`config.mk`:
```
export PLATFORM = sky130hd
export DESIGN_NAME = polled_encoder_button_decoder_unit
export DESIGN_NICKNAME = d
export VERILOG_FILES = /design/src/pebd_pkg.sv /design/src/polled_encoder_button_decoder_unit.sv
export SDC_FILE = /design/constraint.sdc
export NUM_CORES = 1
export LEC_CHECK = 0
export BUFFER_PORTS_ARGS = -buffer_cell sky130_fd_sc_hd__buf_2
export CAP_MARGIN = 15
export CELL_PAD_IN_SITES_DETAIL_PLACEMENT = 0
export CELL_PAD_IN_SITES_GLOBAL_PLACEMENT = 1
export CORE_MARGIN = 2
export CORE_UTILIZATION = 45
export CTS_CLUSTER_DIAMETER = 80
export DETAILED_ROUTE_END_ITERATION = 12
export PLACE_DENSITY = 0.78
export SKIP_CTS_REPAIR_TIMING = 1
export SLEW_MARGIN = 40
export SYNTH_ARGS = -nofsm -noshare
export SYNTH_HDL_FRONTEND = slang
export SYNTH_SLANG_ARGS = --single-unit
```
`constraint.sdc`:
```
create_clock -name clk_i -period 6.73 [get_ports clk_i]
set_input_delay 0.3365 -clock clk_i [delete_from_list [all_inputs] [get_ports clk_i]]
set_output_delay 0.3365 -clock clk_i [all_outputs]
set_load 0.05 [all_outputs]
```
`src/pebd_pkg.sv`:
```
// ----------------------------------------------------------------------------
// pebd_pkg
// Shared constants and types for the polled encoder and button decoder.
// ----------------------------------------------------------------------------
`default_nettype none

package pebd_pkg;

  // time stamp width, differences wrap modulo 2**TIME_BITS
  localparam int unsigned TIME_BITS = 32;

  localparam int unsigned PIN_W      = 8;
  localparam int unsigned RATE_W     = 8;
  localparam int unsigned STALE_W    = 10;
  localparam int unsigned CFG_DATA_W = 10;
  localparam int unsigned CFG_IDX_W  = 1;
  localparam int unsigned NUM_BTN    = 4;
  localparam int unsigned NUM_ARM    = 4;
  localparam int unsigned NUM_SLOT   = 6;

  localparam logic [RATE_W-1:0]  RATE_RESET  = RATE_W'(10);
  localparam logic [STALE_W-1:0] STALE_RESET = STALE_W'(100);

  // configuration register indexes
  typedef enum logic [CFG_IDX_W-1:0] {
    CFG_RATE_LIMIT    = 1'b0,
    CFG_STALE_TIMEOUT = 1'b1
  } cfg_reg_e;

  // result kinds
  localparam logic EV_BUTTON = 1'b0;
  localparam logic EV_WHEEL  = 1'b1;

  // axis codes
  localparam logic AXIS_V = 1'b0;
  localparam logic AXIS_H = 1'b1;

  // wheel step values
  localparam logic signed [1:0] STEP_POS = 2'sb01;
  localparam logic signed [1:0] STEP_NEG = 2'sb11;

  // result slots in tick order: buttons 0..3, then horizontal, then vertical
  localparam logic [2:0] SLOT_H = 3'd4;
  localparam logic [2:0] SLOT_V = 3'd5;

  // pin assignment
  localparam logic [2:0] PIN_H_A = 3'd0;
  localparam logic [2:0] PIN_H_B = 3'd1;
  localparam logic [2:0] PIN_V_A = 3'd3;
  localparam logic [2:0] PIN_V_B = 3'd4;
  localparam logic [2:0] BTN_PIN [NUM_BTN] = '{3'd2, 3'd5, 3'd6, 3'd7};

  // armed direction entries
  localparam logic [1:0] ARM_H_A = 2'd0;
  localparam logic [1:0] ARM_H_B = 2'd1;
  localparam logic [1:0] ARM_V_A = 2'd2;
  localparam logic [1:0] ARM_V_B = 2'd3;

  // working state carried through the four phase samples of one tick
  typedef struct packed {
    logic [NUM_ARM-1:0] armed;
    logic [NUM_ARM-1:0] rearmed;
    logic [1:0]         reported;
    logic [1:0]         neg;
  } enc_st_t;

endpackage

`default_nettype wire

```
`src/polled_encoder_button_decoder_unit.sv`:
```
// ----------------------------------------------------------------------------
// polled_encoder_button_decoder_unit
// Four active-low buttons and two gated quadrature encoders, decoded once per
// poll tick into a stream of button and wheel-step events.
// ----------------------------------------------------------------------------
// Path: a tick is taken into the input register, then loads into the event
//   buffer once that is empty or its last event is leaving.
// Throughput: one tick per cycle while it raises no event and none wait; the
//   events of a tick, at most six, leave one per cycle while not stalled.
// Reset: buttons released, directions disarmed, report times zero, rate limit
//   10 ms, stale timeout 100 ms; no clearing pass.
`default_nettype none

module polled_encoder_button_decoder_unit (
  input  logic                                   clk_i,
  input  logic                                   rst_ni,
  // poll tick channel
  input  logic                                   in_valid_i,
  output logic                                   in_stall_o,
  input  logic [pebd_pkg::PIN_W-1:0]             pin_levels_i,
  input  logic [pebd_pkg::TIME_BITS-1:0]         now_ms_i,
  // event channel
  output logic                                   out_valid_o,
  input  logic                                   out_stall_i,
  output logic                                   event_kind_o,
  output logic [1:0]                             item_index_o,
  output logic signed [1:0]                      event_value_o,
  output logic                                   last_of_tick_o,
  // configuration channel
  input  logic                                   cfg_valid_i,
  output logic                                   cfg_ready_o,
  input  logic [pebd_pkg::CFG_IDX_W-1:0]         cfg_index_i,
  input  logic [pebd_pkg::CFG_DATA_W-1:0]        cfg_data_i
);
  import pebd_pkg::*;

  // one phase sample of one encoder
  function automatic enc_st_t sample_phase(
    input enc_st_t            st,
    input logic [PIN_W-1:0]   pins,
    input logic [2:0]         pa,
    input logic [2:0]         pb,
    input logic [1:0]         aa,
    input logic [1:0]         ab,
    input logic               ax,
    input logic               is_b,
    input logic [NUM_ARM-1:0] stale,
    input logic               rate_ok_first,
    input logic               rate_ok_again
  );
    enc_st_t    r;
    logic [2:0] me;
    logic [2:0] other;
    logic [1:0] my_arm;
    logic [1:0] oth_arm;
    logic       both;
    logic       rok;
    r       = st;
    me      = is_b ? pb : pa;
    other   = is_b ? pa : pb;
    my_arm  = is_b ? ab : aa;
    oth_arm = is_b ? aa : ab;
    both    = !pins[pa] && !pins[pb];
    rok     = st.reported[ax] ? rate_ok_again : rate_ok_first;
    if (!pins[me] && rok) begin
      // drop stale arms; an arm set on this tick is never stale
      r.armed = r.armed & ~(stale & ~r.rearmed);
      if (r.armed[oth_arm]) begin
        if (ax == AXIS_V || both) begin
          r.armed[aa] = 1'b0;
          r.armed[ab] = 1'b0;
        end
        if (both) begin
          r.reported[ax] = 1'b1;
          r.neg[ax]      = is_b;
        end
      end else if (pins[other]) begin
        r.armed[my_arm]   = 1'b1;
        r.rearmed[my_arm] = 1'b1;
      end
    end
    return r;
  endfunction

  // configuration registers
  logic [RATE_W-1:0]  rate_q;
  logic [STALE_W-1:0] stale_q;

  // decoder state
  logic [NUM_BTN-1:0]   held_q, held_d;
  logic [NUM_ARM-1:0]   armed_q;
  logic [TIME_BITS-1:0] arm_time_q [NUM_ARM];
  logic [TIME_BITS-1:0] last_rep_q [2];

  // input register
  logic                 s1_valid_q;
  logic [PIN_W-1:0]     s1_pins_q;
  logic [TIME_BITS-1:0] s1_now_q;

  // event buffer: one slot per possible event of a tick
  logic [NUM_SLOT-1:0] mask_q, mask_d;
  logic [NUM_BTN-1:0]  btn_val_q;
  logic [1:0]          neg_q;

  logic                in_take;
  logic                out_take;
  logic                load;
  logic                single;
  logic [NUM_SLOT-1:0] low_bit;
  logic [2:0]          sel;

  logic [NUM_ARM-1:0]  stale;
  logic [1:0]          rate_ok_first;
  logic                rate_ok_again;
  logic [NUM_BTN-1:0]  btn_ev;
  enc_st_t             st0, st1, st2, st3, st4;
  logic [NUM_SLOT-1:0] new_mask;

  // configuration writes, taken at any time
  assign cfg_ready_o = 1'b1;

  always_ff @(posedge clk_i or negedge rst_ni) begin
    if (!rst_ni) begin
      rate_q  <= RATE_RESET;
      stale_q <= STALE_RESET;
    end else if (cfg_valid_i && cfg_ready_o) begin
      unique case (cfg_reg_e'(cfg_index_i))
        CFG_RATE_LIMIT:    rate_q  <= cfg_data_i[RATE_W-1:0];
        CFG_STALE_TIMEOUT: stale_q <= cfg_data_i[STALE_W-1:0];
        default: ;
      endcase
    end
  end

  // handshakes
  assign out_take   = out_valid_o && !out_stall_i;
  assign single     = (mask_q & (mask_q - NUM_SLOT'(1))) == '0;
  assign load       = s1_valid_q && ((mask_q == '0) || (single && out_take));
  assign in_stall_o = s1_valid_q && !load;
  assign in_take    = in_valid_i && !in_stall_o;

  // input register
  always_ff @(posedge clk_i or negedge rst_ni) begin
    if (!rst_ni) begin
      s1_valid_q <= 1'b0;
    end else if (in_take) begin
      s1_valid_q <= 1'b1;
    end else if (load) begin
      s1_valid_q <= 1'b0;
    end
  end

  always_ff @(posedge clk_i) begin
    if (in_take) begin
      s1_pins_q <= pin_levels_i;
      s1_now_q  <= now_ms_i;
    end
  end

  // time comparisons against the state as it stands before the tick
  always_comb begin
    for (int k = 0; k < NUM_ARM; k++) begin
      stale[k] = (s1_now_q - arm_time_q[k]) > TIME_BITS'(stale_q);
    end
    for (int a = 0; a < 2; a++) begin
      rate_ok_first[a] = (last_rep_q[a] == '0) ||
                         ((s1_now_q - last_rep_q[a]) >= TIME_BITS'(rate_q));
    end
    // after a report on this tick the age is zero
    rate_ok_again = (s1_now_q == '0) || (rate_q == '0);
  end

  // buttons
  always_comb begin
    held_d = held_q;
    for (int b = 0; b < NUM_BTN; b++) begin
      held_d[b] = !s1_pins_q[BTN_PIN[b]];
    end
    btn_ev = held_d ^ held_q;
  end

  // encoder samples in tick order, gated by the updated button state
  always_comb begin
    st0 = '{armed: armed_q, rearmed: '0, reported: '0, neg: '0};
    st1 = st0;
    st2 = st0;
    if (held_d[3]) begin
      st1 = sample_phase(st0, s1_pins_q, PIN_H_A, PIN_H_B, ARM_H_A, ARM_H_B, AXIS_H,
                         1'b0, stale, rate_ok_first[AXIS_H], rate_ok_again);
      st2 = sample_phase(st1, s1_pins_q, PIN_H_A, PIN_H_B, ARM_H_A, ARM_H_B, AXIS_H,
                         1'b1, stale, rate_ok_first[AXIS_H], rate_ok_again);
    end
    st3 = st2;
    st4 = st2;
    if (held_d[2]) begin
      st3 = sample_phase(st2, s1_pins_q, PIN_V_A, PIN_V_B, ARM_V_A, ARM_V_B, AXIS_V,
                         1'b0, stale, rate_ok_first[AXIS_V], rate_ok_again);
      st4 = sample_phase(st3, s1_pins_q, PIN_V_A, PIN_V_B, ARM_V_A, ARM_V_B, AXIS_V,
                         1'b1, stale, rate_ok_first[AXIS_V], rate_ok_again);
    end
    new_mask = {st4.reported[AXIS_V], st4.reported[AXIS_H], btn_ev};
  end

  // state update when the tick moves into the event buffer
  always_ff @(posedge clk_i or negedge rst_ni) begin
    if (!rst_ni) begin
      held_q     <= '0;
      armed_q    <= '0;
      last_rep_q <= '{default: '0};
    end else if (load) begin
      held_q  <= held_d;
      armed_q <= st4.armed;
      for (int a = 0; a < 2; a++) begin
        if (st4.reported[a]) begin
          last_rep_q[a] <= s1_now_q;
        end
      end
    end
  end

  always_ff @(posedge clk_i) begin
    if (load) begin
      for (int k = 0; k < NUM_ARM; k++) begin
        if (st4.rearmed[k]) begin
          arm_time_q[k] <= s1_now_q;
        end
      end
      btn_val_q <= held_d;
      neg_q     <= st4.neg;
    end
  end

  // event buffer drain, lowest slot first
  assign low_bit = mask_q & (~mask_q + NUM_SLOT'(1));

  always_comb begin
    mask_d = mask_q;
    if (load) begin
      mask_d = new_mask;
    end else if (out_take) begin
      mask_d = mask_q & ~low_bit;
    end
  end

  always_ff @(posedge clk_i or negedge rst_ni) begin
    if (!rst_ni) begin
      mask_q <= '0;
    end else begin
      mask_q <= mask_d;
    end
  end

  always_comb begin
    sel = '0;
    for (int s = 0; s < NUM_SLOT; s++) begin
      if (low_bit[s]) begin
        sel = 3'(s);
      end
    end
  end

  // output payload
  assign out_valid_o    = mask_q != '0;
  assign last_of_tick_o = single;

  always_comb begin
    event_kind_o  = EV_BUTTON;
    item_index_o  = sel[1:0];
    event_value_o = {1'b0, btn_val_q[sel[1:0]]};
    if (sel == SLOT_H) begin
      event_kind_o  = EV_WHEEL;
      item_index_o  = {1'b0, AXIS_H};
      event_value_o = neg_q[AXIS_H] ? STEP_NEG : STEP_POS;
    end else if (sel == SLOT_V) begin
      event_kind_o  = EV_WHEEL;
      item_index_o  = {1'b0, AXIS_V};
      event_value_o = neg_q[AXIS_V] ? STEP_NEG : STEP_POS;
    end
  end

endmodule

`default_nettype wire

```
Word-level counts from Yosys, hierarchy flattened

Memories as Yosys holds them, arrays and structs flattened.
Cells that the tools add are included.

Memories kept: 1
Word-level logic and storage cells: 185
Memory bits (writable): 128
Bits in registers: 143
Input bits: 56
Output and inout bits: 9

Memories:

| name       | depth | bits a word | read ports | clocked after Yosys merged registers in | wr ports | RTL line                                 | text |
|---|---|---|---|---|---|---|---|
| arm_time_q | 4     | 32          | 4          | 0                                       | 2        | polled_encoder_button_decoder_unit.sv:92 | `logic [TIME_BITS-1:0] arm_time_q [NUM_ARM];` |

Bitwise logic cells: 21
$add $sub $neg: 8
Reductions and logical operators: 41
Muxes and demuxes: 93
Order comparisons: 7
Equality and inequality tests: 2

Operator list:

| operator              | count |
|---|---|
| $sub A32 B32 Y32      | 6 |
| $gt A32 B10 Y1        | 4 |
| $logic_not A32 Y1     | 3 |
| $ge A32 B8 Y1         | 2 |
| $mux W1               | 64 |
| $mux W32              | 2 |
| $reduce_or A32 Y1     | 2 |
| $and A4 B4 Y4         | 7 |
| $mux W12              | 2 |
| $mux W2               | 12 |
| $not A4 Y4            | 6 |
| $mux W4               | 5 |
| $and A6 B6 Y6         | 3 |
| $logic_not A6 Y1      | 2 |
| $mux W3               | 4 |
| $mux W6               | 2 |
| $not A6 Y6            | 2 |
| $logic_and A1 B1 Y1   | 11 |
| $logic_not A1 Y1      | 11 |
| $logic_not A8 Y1      | 1 |
| $reduce_and A2 Y1     | 4 |
| $add A6 B1 Y6 const B | 1 |
| $eq A3 B3 Y1 const B  | 2 |
| $reduce_bool A6 Y1    | 1 |
| other kinds (9)       | 13 |

Depth between registers and ports, before layout

An unclocked memory read counts as a cell.

Word-level depth: 36
Mapped depth: 26
Depth with buffers taken out: 24

Worst setup path after synthesis

No wires, ideal clock.

Path type: register -> register
Start: reg s1_now_q[0]
End: mem arm_time_q[2][0], enable pin
Data required time: 6,224 ps
Cell stages (with the launch flop): 22
Path buffers: 0
Period minus slack after synthesis: 7,256 ps
Library setup time: 506 ps
Data arrival time: 6,751 ps
Setup slack: -526 ps
Cells stage by stage: edfxtp_1 > inv_1 > ha_1 > inv_1 > fa_1 > a21o_1 > a221oi_1 > inv_1 > a21o_1 > a21oi_1 > xnor2_1 > ha_1 > a211oi_1 > o21ai_0 > nor2_1 > a211oi_1 > nor3_1 > o211ai_1 > nor4_1 > nand4b_1 > and4bb_2 > nor4bb_1

RTL lines:

| what                   | RTL line                                  | text |
|---|---|---|
| start, declared        | polled_encoder_button_decoder_unit.sv:98  | `logic [TIME_BITS-1:0] s1_now_q;` |
| start signal, assigned | polled_encoder_button_decoder_unit.sv:156 | `s1_now_q <= now_ms_i;` |
| end, declared          | polled_encoder_button_decoder_unit.sv:92  |  |

Worst setup path after layout

Start: reg s1_now_q[0]
End: reg last_rep_q[3] in the netlist's numbering

Cells in the longest elaborated chain, start to end: 16
Elaborated cells on any way between the ends: 33
Classes of those cells: add/sub: 3; order compare: 3; mux: 15; bitwise: 6; reduce/logical: 6

Ends and longest elaborated chain:

| what                                 | RTL line                                  | text |
|---|---|---|
| $sub A32 B32 Y32                     | polled_encoder_button_decoder_unit.sv:163 | `stale[k] = (s1_now_q - arm_time_q[k]) > TIME_BITS'(stale_q);` |
| $gt A32 B10 Y1                       | polled_encoder_button_decoder_unit.sv:163 |  |
| $not A4 Y4                           | polled_encoder_button_decoder_unit.sv:67  | `r.armed = r.armed & ~(stale & ~r.rearmed);` |
| $and A4 B4 Y4                        | polled_encoder_button_decoder_unit.sv:67  |  |
| $mux W1                              | polled_encoder_button_decoder_unit.sv:68  | `if (r.armed[oth_arm]) begin` |
| $mux W2                              | polled_encoder_button_decoder_unit.sv:65  | `if (!pins[me] && rok) begin` |
| $mux W2                              | polled_encoder_button_decoder_unit.sv:187 | `if (held_d[3]) begin` |
| $not A1 Y4                           | polled_encoder_button_decoder_unit.sv:67  |  |
| $and A4 B4 Y4                        | polled_encoder_button_decoder_unit.sv:67  |  |
| $not A4 Y4                           | polled_encoder_button_decoder_unit.sv:67  |  |
| $and A4 B4 Y4                        | polled_encoder_button_decoder_unit.sv:67  |  |
| $mux W1                              | polled_encoder_button_decoder_unit.sv:68  |  |
| $mux W1 *                            | polled_encoder_button_decoder_unit.sv:65  |  |
| $mux W12 *                           | polled_encoder_button_decoder_unit.sv:187 |  |
| $mux W12 *                           | polled_encoder_button_decoder_unit.sv:195 | `if (held_d[2]) begin` |
| $reduce_and A2 Y1 (no source line) * | n/a                                       |  |
| end signal, assigned by index        | polled_encoder_button_decoder_unit.sv:215 | `last_rep_q[a] <= s1_now_q;` |
| end, declared                        | polled_encoder_button_decoder_unit.sv:93  | `logic [TIME_BITS-1:0] last_rep_q [2];` |

Every way passes the cells marked *; elsewhere a longest branch is shown, timed or not. The select of a mux whose other input is x is not followed.
A chain may end at the register's enable or synchronous reset.

==> flow_summary.json <==
{
  "antenna-diode-count": 0,
  "fp.dieW_um": 236,
  "startpoint_type": "flop",
  "synthFlopType": "edfxtp_1",
  "place_congestion": 0.938,
  "firstDrtPassIters": 6,
  "dpl-instance-area_um2": 25600,
  "max_freq_ghz": 0.169,
  "timing_hold_violations_final": 0,
  "grt_use_met2_pct": 43.9,
  "worst_slew_pin_slew_ps": 914,
  "drt-initial-drc-count": 1921,
  "synth_edf_count": 174,
  "cp_max_fo": 33,
  "layout-drive-gt1-share_pct": 11.1,
  "end_kind": "flop",
  "grt_busiest_layer": "met2",
  "async_reset_ff_share_pct": 35.8,
  "clk_latency_ps": 560,
  "wire_per_inst_um": 21.9,
  "num_rows": 85,
  "final_max_slew_viol_count": 0,
  "syn_to_final_growth_pct": 11.9,
  "rsz0062_at_grt": "no",
  "synth_area_leaders": "edfxtp_1, ha_1, dfrtp_1, inv_1, a21oi_1",
  "grt_pass1_wl_mm": 120,
  "die_h_um": 236,
  "grtUsageTotal_pct": 27.3,
  "finalSetupViolations": 0,
  "htreeDepth": 2,
  "overflow": 0,
  "setup_ws_ps": 813,
  "yosysTopAreaCellShare_pct": 21.5,
  "hp-class": "primary input to flop",
  "antenna_found_initial": 3,
  "dp_cells": 3445,
  "fin_setup_tns_ps": 0,
  "slew_headroom_pct": 39.1,
  "fin_cells": 3550,
  "leakage_nw": 11.3,
  "cts_buffer_depth": 3,
  "ir_worst_vdd_mv": 0.204,
  "fin_crit_sh_pct": 87.9,
  "yosys.area.top_type": "edfxtp_1",
  "wirelength_mm": 77.9,
  "maxCapViolations": 0,
  "drc": 0,
  "cp.arrival_ps": 6350,
  "syn_nets": 3021,
  "use_met3_pct": 3.12,
  "cts_tree": "built",
  "min_period_ps": 5920,
  "power_density_nw_per_um2": 340,
  "outcome": "completed",
  "io_buffers": 63,
  "via_per_inst": 6.26,
  "place_ws_ps": 889,
  "fin_nets": 3131,
  "synth_most_common_cell": "inv_1",
  "yosysWarningCount": 0,
  "seq_area_frac_synth_pct": 31.5,
  "netlist_instances": 2717,
  "synth-seq-cells": 271,
  "crit_required_ps": 7160,
  "worstSetupPathType": "flop to flop",
  "dp_hpwl_mm": 59.9,
  "fp.dieArea_um2": 55900,
  "clk_pin_slew_ps": 60,
  "core_um2": 53600,
  "initial_utilization_pct": 45.3,
  "via_count": 22200,
  "syn_area_per_cell_um2": 8.94,
  "yosys-top-cells-count": "inv_1, ha_1, a21oi_1, nand2_1, edfxtp_1",
  "cts_made_buffers": 35,
  "ant_nets": 0,
  "cts.sink_count": 271,
  "final_area_um2": 27200,
  "skew_ps": 23.1,
  "grt_pass1_vias": 21100,
  "io_pins": 65,
  "syn_area_um2": 24300,
  "gr-usage-met1_pct": 36.9,
  "root_buffer": "clkbuf_16",
  "grt_max_degree": 63,
  "synth.distinct_cells": 103
}
where the power goes:
group          internal [W]  switching, W  leakage, nW  total (W)
combinational       0.00189       0.00307         7.84    0.00496
clock               0.00115      0.000792        0.576    0.00194
sequential          0.00206      0.000279         2.88    0.00234
critical path, cell delays in order, from the launching register on:
cell and delay (ps):
edfxtp_1 380, inv_1 250, ha_1 240, fa_1 210, nand2b_1 200, nand2_1 70, a21oi_1 230, nor2b_1 70
o21ai_0 140, nand2_1 100, a21oi_1 150, o21bai_1 80, xor2_1 150, ha_1 300, nand2_1 80, or2_2 310
o22a_1 170, o21ai_0 120, o2111ai_1 220, a2111oi_4 220, nand4bb_1 140, or3_1 520, or4_4 580, a21oi_4 180
buf_12 260, mux2_2 370
stage by stage:
| step | hold WS [ps] | total power, W | utilization [%] |
|---|---|---|---|
| after global placement | 330 | 0.00710 | 47.5 |
| final | 20.6 | 0.00925 | 50.7 |
| after CTS | -260 | 0.00916 | 49.9 |
| after detailed placement | 334 | 0.00719 | 47.7 |
| after floorplan | 40.9 | 0.00577 | - |
| after global routing | 0.506 | 0.00985 | 50.7 |
logic make-up after synthesis:
logic type	synth area share (%)
AOI/OAI and AO/OA	23.7
and+or+nand+nor	17.3
buffers and inverters	5.88
DFF	31.5
adders and majority gates	13.0
muxes	4.98
xor gates and xnor gates	3.57
other	0.0154
placed cells by master, fill, tap and decap left out, types with 13 or more instances in the layout:
master,n
nand3_1,56
nand2_1,189
a211oi_1,53
o21ai_0,138
o21a_1,52
mux2_4,28
or4_1,15
nor2_1,158
o31ai_1,20
nand4_1,60
a2111oi_0,13
mux2_2,55
xor2_1,42
dfrtp_1,92
a21o_1,83
inv_1,274
and3_1,18
dlygate4sd3_1,41
a211o_1,15
xnor2_1,57
o21bai_1,16
or2_2,13
buf_2,62
and2_1,28
mux2i_1,17
nor4_1,56
ha_1,242
a21oi_1,192
nor3_1,51
buf_4,45
nand2b_1,26
or3_1,30
o2111ai_1,21
a31oi_1,22
clkbuf_16,35
o211ai_1,40
nor2b_1,38
edfxtp_1,174
final timing paths:
check	endpoint	slack, ps	start	cells after the start
max	last_rep_q[3]	810	s1_now_q[0]	25
max reg2reg	last_rep_q[3]	810	s1_now_q[0]	25
max in group asynchronous	rate_q[0]	5420	rst_ni	3
min	stale_q[8]	20	cfg_data_i[8]	2
min reg2reg	held_q[0]	500	held_q[0]	2
min in group asynchronous	held_q[0]	310	rst_ni	2
layout make-up:
class	instances	area (um^2)
fillers	5036	26400
clock inverters	19	199
well taps	696	871
clock buffers	45	973
repair buffers	158	1210
flip-flops and latches	271	7660
inverters	274	1030
multi-input cells	2087	15200
routing by layer:
layer / vias up / routed length [um]
met3: 169 / 4460
met2: 792 / 35300
li1: 10500 / -
met4: 0 / 3720
met1: 10800 / 34400
met5: - / 0
registers in the layout, summed over array words and instances (netlist names):
name	count
last_rep_q	64
arm_time_q	128
btn_val_q	4
rate_q	8
held_q	4
mask_q	6
neg_q	2
s1_pins_q	8
armed_q	4
s1_valid_q	1
stale_q	10
s1_now_q	32
Power figures use the tool's default switching activity.
